### config.mk
export PLATFORM = sky130hd
export DESIGN_NAME = crc16_packet_deframer_flat
export DESIGN_NICKNAME = d
export VERILOG_FILES = /design/src/crcdf_pkg.sv /design/src/crcdf_if.sv /design/src/crcdf_parser.sv /design/src/crcdf_out_buf.sv /design/src/crc16_packet_deframer.sv /design/src/flat_wrapper.sv
export SDC_FILE = /design/constraint.sdc
export NUM_CORES = 1
export LEC_CHECK = 0
export BUFFER_PORTS_ARGS = -buffer_cell sky130_fd_sc_hd__buf_4
export CORE_ASPECT_RATIO = 0.8
export CORE_UTILIZATION = 50
export CTS_CLUSTER_SIZE = 25
export DETAILED_ROUTE_END_ITERATION = 10
export MAX_ROUTING_LAYER = met4
export PLACE_DENSITY = 0.73
export SLEW_MARGIN = 15
export SYNTH_ARGS = -nofsm -noshare
export SYNTH_HDL_FRONTEND = slang
export SYNTH_HIERARCHICAL = 1
export SYNTH_SLANG_ARGS = --single-unit
### constraint.sdc
create_clock -name clk -period 3.8 [get_ports clk]
set_input_delay 0.76 -clock clk [delete_from_list [all_inputs] [get_ports clk]]
set_output_delay 0.76 -clock clk [all_outputs]
set_load 0.01 [all_outputs]
### src/crcdf_pkg.sv
// ----------------------------------------------------------------------------
// crcdf_pkg: shared types and helpers for the CRC-16 packet deframer
// Phase encoding, verdict codes, result record and the CRC-16/ARC byte step.
// ----------------------------------------------------------------------------
package crcdf_pkg;

    // Frame marker byte ('>') and marker run length
    localparam logic [7:0]  MARKER_BYTE  = 8'h3E;
    localparam logic [1:0]  MARKER_LAST  = 2'd2;   // count before the third marker
    localparam logic [2:0]  HDR_LAST_IDX = 3'd5;   // CRC low byte position

    // Header byte positions
    localparam logic [2:0]  HDR_TOPIC  = 3'd0;
    localparam logic [2:0]  HDR_SEQ    = 3'd1;
    localparam logic [2:0]  HDR_LEN_HI = 3'd2;
    localparam logic [2:0]  HDR_LEN_LO = 3'd3;
    localparam logic [2:0]  HDR_CRC_HI = 3'd4;

    // CRC-16/ARC, reflected polynomial
    localparam logic [15:0] CRC_POLY = 16'hA001;

    // Verdict codes
    localparam logic [1:0]  VERDICT_OPEN = 2'd0;
    localparam logic [1:0]  VERDICT_GOOD = 2'd1;
    localparam logic [1:0]  VERDICT_BAD  = 2'd2;

    typedef enum logic [1:0] {
        PH_HUNT    = 2'd0,
        PH_HEADER  = 2'd1,
        PH_PAYLOAD = 2'd2
    } phase_t;

    typedef struct packed {
        logic [7:0]  payload_byte;
        logic [7:0]  topic;
        logic        is_payload;
        logic        last;
        logic [1:0]  verdict;
        logic [15:0] frame_length;
    } crcdf_res_t;

    // One CRC-16/ARC step over a byte (bitwise form of the table entry)
    function automatic logic [15:0] crc_step(input logic [15:0] crc, input logic [7:0] b);
        logic [15:0] t;
        t = {8'h00, crc[7:0] ^ b};
        for (int i = 0; i < 8; i++)
        begin
            t = t[0] ? ((t >> 1) ^ CRC_POLY) : (t >> 1);
        end
        return {8'h00, crc[15:8]} ^ t;
    endfunction

endpackage

### src/crcdf_if.sv
// ----------------------------------------------------------------------------
// crcdf_if: request channels of the deframer
// Received byte channel and result channel, valid/ready handshake.
// ----------------------------------------------------------------------------
interface crcdf_rx_if;
    logic       valid;
    logic       ready;
    logic [7:0] rx_byte;

    modport source (output valid, output rx_byte, input ready);
    modport sink   (input valid, input rx_byte, output ready);
endinterface

interface crcdf_res_if;
    logic        valid;
    logic        ready;
    logic [7:0]  payload_byte;
    logic [7:0]  topic;
    logic        is_payload;
    logic        last;
    logic [1:0]  verdict;
    logic [15:0] frame_length;

    modport source (output valid, output payload_byte, output topic, output is_payload,
                    output last, output verdict, output frame_length, input ready);
    modport sink   (input valid, input payload_byte, input topic, input is_payload,
                    input last, input verdict, input frame_length, output ready);
endinterface

### src/crcdf_parser.sv
// ----------------------------------------------------------------------------
// crcdf_parser: frame state machine and CRC accumulator
// Hunts for the marker, reads the header, checks the payload CRC.
// ----------------------------------------------------------------------------
module crcdf_parser (
    input  logic                    clk,
    input  logic                    rst_n,
    input  logic                    step,
    input  logic [7:0]              byte_in,
    output logic                    emit,
    output crcdf_pkg::crcdf_res_t   res
);
    import crcdf_pkg::*;

    phase_t      phase_reg, phase_next;
    logic [1:0]  marker_count_reg, marker_count_next;
    logic [2:0]  header_index_reg, header_index_next;
    logic [7:0]  topic_reg, topic_next;
    logic [15:0] length_reg, length_next;
    logic [15:0] expected_crc_reg, expected_crc_next;
    logic [15:0] running_crc_reg, running_crc_next;
    logic [15:0] bytes_left_reg, bytes_left_next;

    // State registers, advance only on a step
    always_ff @(posedge clk or negedge rst_n)
    begin
        if (!rst_n)
        begin
            phase_reg        <= PH_HUNT;
            marker_count_reg <= '0;
            header_index_reg <= '0;
            topic_reg        <= '0;
            length_reg       <= '0;
            expected_crc_reg <= '0;
            running_crc_reg  <= '0;
            bytes_left_reg   <= '0;
        end
        else if (step)
        begin
            phase_reg        <= phase_next;
            marker_count_reg <= marker_count_next;
            header_index_reg <= header_index_next;
            topic_reg        <= topic_next;
            length_reg       <= length_next;
            expected_crc_reg <= expected_crc_next;
            running_crc_reg  <= running_crc_next;
            bytes_left_reg   <= bytes_left_next;
        end
    end

    // Next state and result for the byte at hand
    always_comb
    begin
        phase_next        = phase_reg;
        marker_count_next = marker_count_reg;
        header_index_next = header_index_reg;
        topic_next        = topic_reg;
        length_next       = length_reg;
        expected_crc_next = expected_crc_reg;
        running_crc_next  = running_crc_reg;
        bytes_left_next   = bytes_left_reg;
        emit              = 1'b0;
        res               = '0;
        res.topic         = topic_reg;

        case (phase_reg)
            PH_HEADER:
            begin
                case (header_index_reg)
                    HDR_TOPIC:  topic_next = byte_in;
                    HDR_SEQ:    ;
                    HDR_LEN_HI: length_next = {byte_in, length_reg[7:0]};
                    HDR_LEN_LO: length_next = {length_reg[15:8], byte_in};
                    HDR_CRC_HI: expected_crc_next = {byte_in, expected_crc_reg[7:0]};
                    default:    expected_crc_next = {expected_crc_reg[15:8], byte_in};
                endcase
                if (header_index_reg < HDR_LAST_IDX)
                begin
                    header_index_next = header_index_reg + 3'd1;
                end
                else
                begin
                    header_index_next = '0;
                    running_crc_next  = '0;
                    if (length_next == 16'd0)
                    begin
                        // empty frame: single closing result
                        phase_next       = PH_HUNT;
                        emit             = 1'b1;
                        res.last         = 1'b1;
                        res.verdict      = (expected_crc_next == 16'd0) ? VERDICT_GOOD
                                                                        : VERDICT_BAD;
                    end
                    else
                    begin
                        bytes_left_next = length_next;
                        phase_next      = PH_PAYLOAD;
                    end
                end
            end
            PH_PAYLOAD:
            begin
                running_crc_next = crc_step(running_crc_reg, byte_in);
                bytes_left_next  = bytes_left_reg - 16'd1;
                emit             = 1'b1;
                res.payload_byte = byte_in;
                res.is_payload   = 1'b1;
                if (bytes_left_next == 16'd0)
                begin
                    phase_next       = PH_HUNT;
                    res.last         = 1'b1;
                    res.frame_length = length_reg;
                    res.verdict      = (running_crc_next == expected_crc_reg) ? VERDICT_GOOD
                                                                              : VERDICT_BAD;
                end
            end
            default:
            begin
                // hunting, also the unused phase code
                phase_next = PH_HUNT;
                if (byte_in == MARKER_BYTE)
                begin
                    if (marker_count_reg == MARKER_LAST)
                    begin
                        marker_count_next = '0;
                        header_index_next = '0;
                        phase_next        = PH_HEADER;
                    end
                    else
                    begin
                        marker_count_next = marker_count_reg + 2'd1;
                    end
                end
                else
                begin
                    marker_count_next = '0;
                end
            end
        endcase
    end

    // Checks
    a_hunt_silent: assert property (@(posedge clk) disable iff (!rst_n)
        (phase_reg == PH_HUNT) |-> !emit)
        else $error("result produced while hunting");

    a_payload_left: assert property (@(posedge clk) disable iff (!rst_n)
        (phase_reg == PH_PAYLOAD) |-> (bytes_left_reg != 16'd0))
        else $error("payload phase with no bytes left");

    a_last_hunts: assert property (@(posedge clk) disable iff (!rst_n)
        (step && emit && res.last) |=> (phase_reg == PH_HUNT))
        else $error("frame closed without returning to hunt");

    a_hdr_index: assert property (@(posedge clk) disable iff (!rst_n)
        (header_index_reg <= HDR_LAST_IDX) && (marker_count_reg <= MARKER_LAST))
        else $error("header index or marker count out of range");

endmodule

### src/crcdf_out_buf.sv
// ----------------------------------------------------------------------------
// crcdf_out_buf: result register
// Holds one result until the sink takes it.
// ----------------------------------------------------------------------------
module crcdf_out_buf (
    input  logic                    clk,
    input  logic                    rst_n,
    input  logic                    load,
    input  crcdf_pkg::crcdf_res_t   data,
    output logic                    free,
    crcdf_res_if.source             res
);
    import crcdf_pkg::*;

    logic       valid_reg;
    crcdf_res_t data_reg;

    assign free = !valid_reg || res.ready;

    // Valid flag
    always_ff @(posedge clk or negedge rst_n)
    begin
        if (!rst_n)
        begin
            valid_reg <= 1'b0;
        end
        else if (free)
        begin
            valid_reg <= load;
        end
    end

    // Payload, no reset
    always_ff @(posedge clk)
    begin
        if (free && load)
        begin
            data_reg <= data;
        end
    end

    assign res.valid        = valid_reg;
    assign res.payload_byte = data_reg.payload_byte;
    assign res.topic        = data_reg.topic;
    assign res.is_payload   = data_reg.is_payload;
    assign res.last         = data_reg.last;
    assign res.verdict      = data_reg.verdict;
    assign res.frame_length = data_reg.frame_length;

endmodule

### src/crc16_packet_deframer.sv
// ----------------------------------------------------------------------------
// crc16_packet_deframer: marker-framed packet deframer with CRC-16/ARC check
// Streams payload bytes with their topic; the last result carries the verdict.
// ----------------------------------------------------------------------------
//  channel | dir | payload                                              | request
//  rx      | in  | rx_byte[7:0]                                         | one byte
//  res     | out | payload_byte, topic, is_payload, last, verdict,      | one result
//          |     | frame_length                                         |
//
//  One byte per clock sustained while results are taken; each byte passes the
//  input register, then the parser feeding the result register.
//  The CRC update is a single byte step between the input and result registers.
//  Marker and header bytes give no result; the byte ending a zero-length header
//  gives one. Reset (rst_n low, asynchronous) returns to hunting, no clearing pass.
//  A stalled result blocks only bytes that would produce a result.
// ----------------------------------------------------------------------------
module crc16_packet_deframer (
    input  logic        clk,
    input  logic        rst_n,
    crcdf_rx_if.sink    rx,
    crcdf_res_if.source res
);
    import crcdf_pkg::*;

    logic       in_valid_reg;
    logic [7:0] in_byte_reg;
    logic       emit;
    logic       out_free;
    logic       advance;
    crcdf_res_t result;

    // Byte leaves the input register once its result has room, or when it gives no result
    assign advance  = in_valid_reg && (out_free || !emit);
    assign rx.ready = !in_valid_reg || advance;

    // Input register
    always_ff @(posedge clk or negedge rst_n)
    begin
        if (!rst_n)
        begin
            in_valid_reg <= 1'b0;
        end
        else if (rx.ready)
        begin
            in_valid_reg <= rx.valid;
        end
    end

    always_ff @(posedge clk)
    begin
        if (rx.ready && rx.valid)
        begin
            in_byte_reg <= rx.rx_byte;
        end
    end

    crcdf_parser u_parser (
        .clk     (clk),
        .rst_n   (rst_n),
        .step    (advance),
        .byte_in (in_byte_reg),
        .emit    (emit),
        .res     (result)
    );

    crcdf_out_buf u_out_buf (
        .clk   (clk),
        .rst_n (rst_n),
        .load  (advance && emit),
        .data  (result),
        .free  (out_free),
        .res   (res)
    );

    // Checks
    a_in_hold: assert property (@(posedge clk) disable iff (!rst_n)
        (in_valid_reg && !advance) |=> (in_valid_reg && $stable(in_byte_reg)))
        else $error("held byte lost");

    a_no_overwrite: assert property (@(posedge clk) disable iff (!rst_n)
        (advance && emit) |-> out_free)
        else $error("result register overwritten");

    a_result_valid: assert property (@(posedge clk) disable iff (!rst_n)
        (advance && emit) |=> res.valid)
        else $error("result not presented");

endmodule
### src/flat_wrapper.sv
// flat-port wrapper written by rule: the top's interface ports become plain ports
module crc16_packet_deframer_flat import crcdf_pkg::*;
  (clk, rst_n, rx_valid, rx_rx_byte, rx_ready, res_valid, res_payload_byte, res_topic, res_is_payload, res_last, res_verdict, res_frame_length, res_ready);
  crcdf_rx_if rx_i ();
  crcdf_res_if res_i ();
  input  logic clk;
  input  logic rst_n;
  input wire logic [$bits(rx_i.valid)-1:0] rx_valid;
  input wire logic [$bits(rx_i.rx_byte)-1:0] rx_rx_byte;
  output wire logic [$bits(rx_i.ready)-1:0] rx_ready;
  output wire logic [$bits(res_i.valid)-1:0] res_valid;
  output wire logic [$bits(res_i.payload_byte)-1:0] res_payload_byte;
  output wire logic [$bits(res_i.topic)-1:0] res_topic;
  output wire logic [$bits(res_i.is_payload)-1:0] res_is_payload;
  output wire logic [$bits(res_i.last)-1:0] res_last;
  output wire logic [$bits(res_i.verdict)-1:0] res_verdict;
  output wire logic [$bits(res_i.frame_length)-1:0] res_frame_length;
  input wire logic [$bits(res_i.ready)-1:0] res_ready;
  assign rx_i.valid = rx_valid;
  assign rx_i.rx_byte = rx_rx_byte;
  assign rx_ready = rx_i.ready;
  assign res_valid = res_i.valid;
  assign res_payload_byte = res_i.payload_byte;
  assign res_topic = res_i.topic;
  assign res_is_payload = res_i.is_payload;
  assign res_last = res_i.last;
  assign res_verdict = res_i.verdict;
  assign res_frame_length = res_i.frame_length;
  assign res_i.ready = res_ready;
  crc16_packet_deframer u_core (.clk(clk), .rst_n(rst_n), .rx(rx_i), .res(res_i));
endmodule
==> summary.md <==
| Metric | Value |
|---|---|
| Outcome | complete, but fails checks |
| Failing checks | setup timing |
| Final slew viol count | 0 |
| PnR worst setup slack | -0.01716 ns |
| Post-Syn Area | 6223 µm² |
| Largest family of logic cells by synthesized area | simple AND/OR/NAND/NOR gates |
| Synth Instances | 550 |
| CTS sink count | 125 |
| CP cell instances | ha_2, ha_4, or3b_4, a22oi_2, nand4_1, nor4_4, nand3_2, a21oi_2, buf_4, nand3b_4, buf_6 |
| Combinational power share | between 20% and 30% |
| Placed instance count | 745 |
| # Max-Cap Violations | 0 |
| Post-synthesis simple-gate area fraction | a little under a fifth |
| Slew HR | a little under a third |
| Net Sw Frac | just under 30% |
| First drt pass iteration count | 5 |
| CTS Buf Count | 17 |
| Drt drc | 0 |
| Syn nets | 570 |
| Most used DFF post-synth | dfrtp_1 |
| Tmin final | around 3.8 ns |
| Rows | 36 |
| I/O Buffers | between 40 and 50 |
| Worst-skew pair later-pin latency | about 0.42 ns |
| Clock skew | a little under 0.009 ns |
| Synthesized flop and latch total | ~130 |
| DP HPWL | approximately 9900 µm |
| Initial antenna violation count | 0 |
| F_max | roughly 260 MHz |
| Crit. End Element | output port |
| PwrDens | 584.4 nW/µm² |
| Setup WS pre-CTS | -0.05214 ns |
| Tot GR Track Use | 25.01% |
| Root Driver | clkbuf_16 |
| Pwr Total | approximately 4.5 mW |
| Compound-gate portion of the synthesized area | a little under an eighth |
| Hold Vio Cnt, Final | 0 |
| Final net count | between 600 and 700 |
| Placed standard-cell area | ~6900 µm² |
| Least-Margin Pin Slew | about 1.0 ns |
| Die Footprint | around 13000 µm² |
| Final setup fails | 1 |
| Initial DRC Count | between 300 and 400 |
| Vias per inst | roughly 6 |
| Max VDD drop | roughly 0.47 mV |
| Ys Warns | 6 |
| Core ar. | about 12000 µm² |
| Final instance area | around 7600 µm² |
| Asr flop ratio synth | between 60% and 70% |
| Register-to-Register Path Depth | 13 |
| Reg clk slew, reported paths | roughly 0.06 ns |
| RSZ-0062 raised after global routing | yes |
| Post-Synth Adder-Cell Area | 1.608% |
| Initial Util | between 50% and 60% |
| Post-synthesis mux area share | under 10% |
| Ports | 50 |
| Worst EP arrival | just over 3 ns |
| Slowest CP cell | or3b_4 |
| CTS Buffer Depth | 2 |
| Crit Path Max Fanout | 8 |
| Via count | 4665 |
| Clk pwr share | roughly 40% |
| Largest delay contributor family on the critical path | simple AND/OR/NAND/NOR gates |
| Final wirelength | 14730 µm |
| Drt wl/cell | approximately 19 µm |
| P_int | ~3.1 mW |
| CTS tree | yes |
| Hold_buf cts | 0 |
| GR Overflow Total | 0 |
| Worst path bufs/invs | 2 |
| Post-DRT Antenna Nets | 0 |
| GP Congestion | approximately 0.96 |
| Data required, critical path | 3.04 ns |
| Fin crit share | 100.5% |
| Seq/Total Area, Yosys | 53.80% |
| Post-synth EDFFs | 44 |
| Worst Path Class, Setup | reg -> out |
| Startpoint Class | flip-flop |
| XOR/XNOR Fraction of Synth Area | about 5.7% |
| Share of layout cells above drive strength 1 | approximately 28% |
| First-pass GRT wire length | ~23000 µm |
| NetSw | about 1.3 mW |
| Worst hold-check path type | reg -> reg |
| Syn Area/Cell | around 11 µm² |
| Synth-to-layout area growth | 22.70% |
| Non-filler cells, final | slightly below 800 |
| Crit. path cell count | 11 |
| Ant diodes | 0 |
| Largest net degree at the start of global routing | 82 |
| Leak Pwr | between 3 and 4 nW |
| Synth unique cells | between 60 and 70 |
| Die Wd | between 100 and 150 µm |
| Vias in the first global route | between 4000 and 5000 |
| Max stage delay on crit path | 0.45 ns |
| Setup TNS | -0.01716 ns |
| Die Y | ~100 µm |
| Hold Path Depth | 0 |
| Seq pwr share | 39.1% |
| H-tree levels | 4 |
-- what timing repair did --
item	4_1_cts	5_1_grt
gates resized for setup	11	7
pin swaps	6	2
setup endpoints to repair	25	41
buffers inserted	6	0
-- layout by cell type (no fill, tap or decap), drive strengths merged, types with 3 or more instances in the layout --
master   n
inv     15
nand2   36
clkinv   5
nor3     8
a32o     3
o31ai    4
a211o   12
clkbuf  18
or3b     4
or4      4
nor2    35
nor4b    4
xnor2   29
bufinv   5
a21oi   24
o21ai   18
mux2    24
buf     87
nand4   13
ha       8
nand3b   5
or3      3
and2    28
o32ai    5
nand2b   3
nor4    19
edfxtp  44
a22oi   18
nand3   19
a22o     6
dfrtp   81
xor2     9
mux2i    6
and3     3
-- metrics by stage --
stage	hold slack [ns]	util, %
global route	0.4563	62.79
global placement	0.4315	56.38
finish	0.4439	62.79
detailed placement	0.4306	56.38
floorplan	0.4194	-
CTS	0.4445	62.57
-- synth_stat cells (4+ instances only) --
cell type | number | share of area [%]
mux2_2 | 24 | 4.3
inv_1 | 11 | 0.66
nor4_1 | 18 | 1.8
nand3_1 | 19 | 1.5
and2_1 | 19 | 1.9
a21oi_1 | 24 | 1.9
nor3_1 | 6 | 0.48
nand2_1 | 36 | 2.2
xor2_1 | 9 | 1.3
nand4_1 | 13 | 1.3
a22oi_1 | 18 | 2.2
dfrtp_1 | 81 | 33
nand3b_1 | 4 | 0.48
a22o_1 | 6 | 0.84
xnor2_1 | 29 | 4.1
buf_2 | 7 | 0.56
ha_1 | 8 | 1.6
mux2i_1 | 6 | 0.97
edfxtp_1 | 44 | 21
o31ai_1 | 4 | 0.48
a211o_1 | 12 | 1.7
o32ai_1 | 5 | 0.70
clkbuf_1 | 27 | 1.6
nor2_1 | 35 | 2.1
and2_2 | 7 | 0.84
o21ai_0 | 18 | 1.4
-- cells by family (layout without fill, tap and decap cells) --
family,after synthesis,after routing
fa+ha+maj,8,8
compound gates,104,104
simple gates,195,195
buf+inv,49,130
xor+xnor,39,39
mux,30,30
flops,125,125
-- worst register-to-register path: stages (launching register included) --
cell and delay (ns):
dfrtp_1 0.40, ha_2 0.20, ha_4 0.15, or3b_4 0.45, a22oi_2 0.18, nand4_1 0.17, nor4_4 0.38, nand3_2 0.15
a21oi_2 0.19, buf_4 0.13, a21boi_1 0.13, and2_2 0.30, nand3_2 0.20, mux2_2 0.37
-- per-layer routing --
metal / global-route usage (%) / wire length, µm
met5: - / 0
met3: 6.392 / 1057
met1: 34.55 / 6821
met4: 7.692 / 244
met2: 36.25 / 6601
-- power groups by stage --
stage | Combinational (mW) | Clock, mW | Sequential, mW
after floorplan | 0.668 | 0 | 1.67
after global placement | 0.829 | 0 | 1.75
after detailed placement | 0.853 | 0 | 1.76
after CTS | 0.887 | 1.83 | 1.74
after global routing | 0.989 | 1.91 | 1.77
final | 0.900 | 1.82 | 1.75
-- cell type report --
class / count / area [µm²]
clock buffer: 18 / 429.2
fill: 943 / 4526
sequential: 125 / 3348
inverter: 11 / 41.29
clock inverter: 14 / 231.5
multi-input combinational: 376 / 2726
timing repair buffer: 87 / 669.4
tap: 152 / 190.2
-- final timing paths --
kind | from | endpoint | slack (ns)
worst max-delay path | u_core/u_parser/header_index_reg[0]$_DFFE_PN0P_ | rx_ready | -0.02
worst min-delay path | u_core/u_parser/topic_reg[6]$_DFFE_PN0P_ | u_core/u_out_buf/res.topic[6]$_DFFE_PP_ | 0.44
worst max register to register | u_core/u_parser/header_index_reg[0]$_DFFE_PN0P_ | u_core/u_parser/expected_crc_reg[10]$_DFFE_PN0P_ | 0.27
worst min register to register | u_core/u_parser/topic_reg[6]$_DFFE_PN0P_ | u_core/u_out_buf/res.topic[6]$_DFFE_PP_ | 0.44
max in group asynchronous | rst_n | u_core/u_parser/marker_count_reg[0]$_DFFE_PN0P_ | 2.62
min in group asynchronous | rst_n | u_core/u_parser/topic_reg[5]$_DFFE_PN0P_ | 0.53
Note: power is estimated with default switching activity, not from simulation.
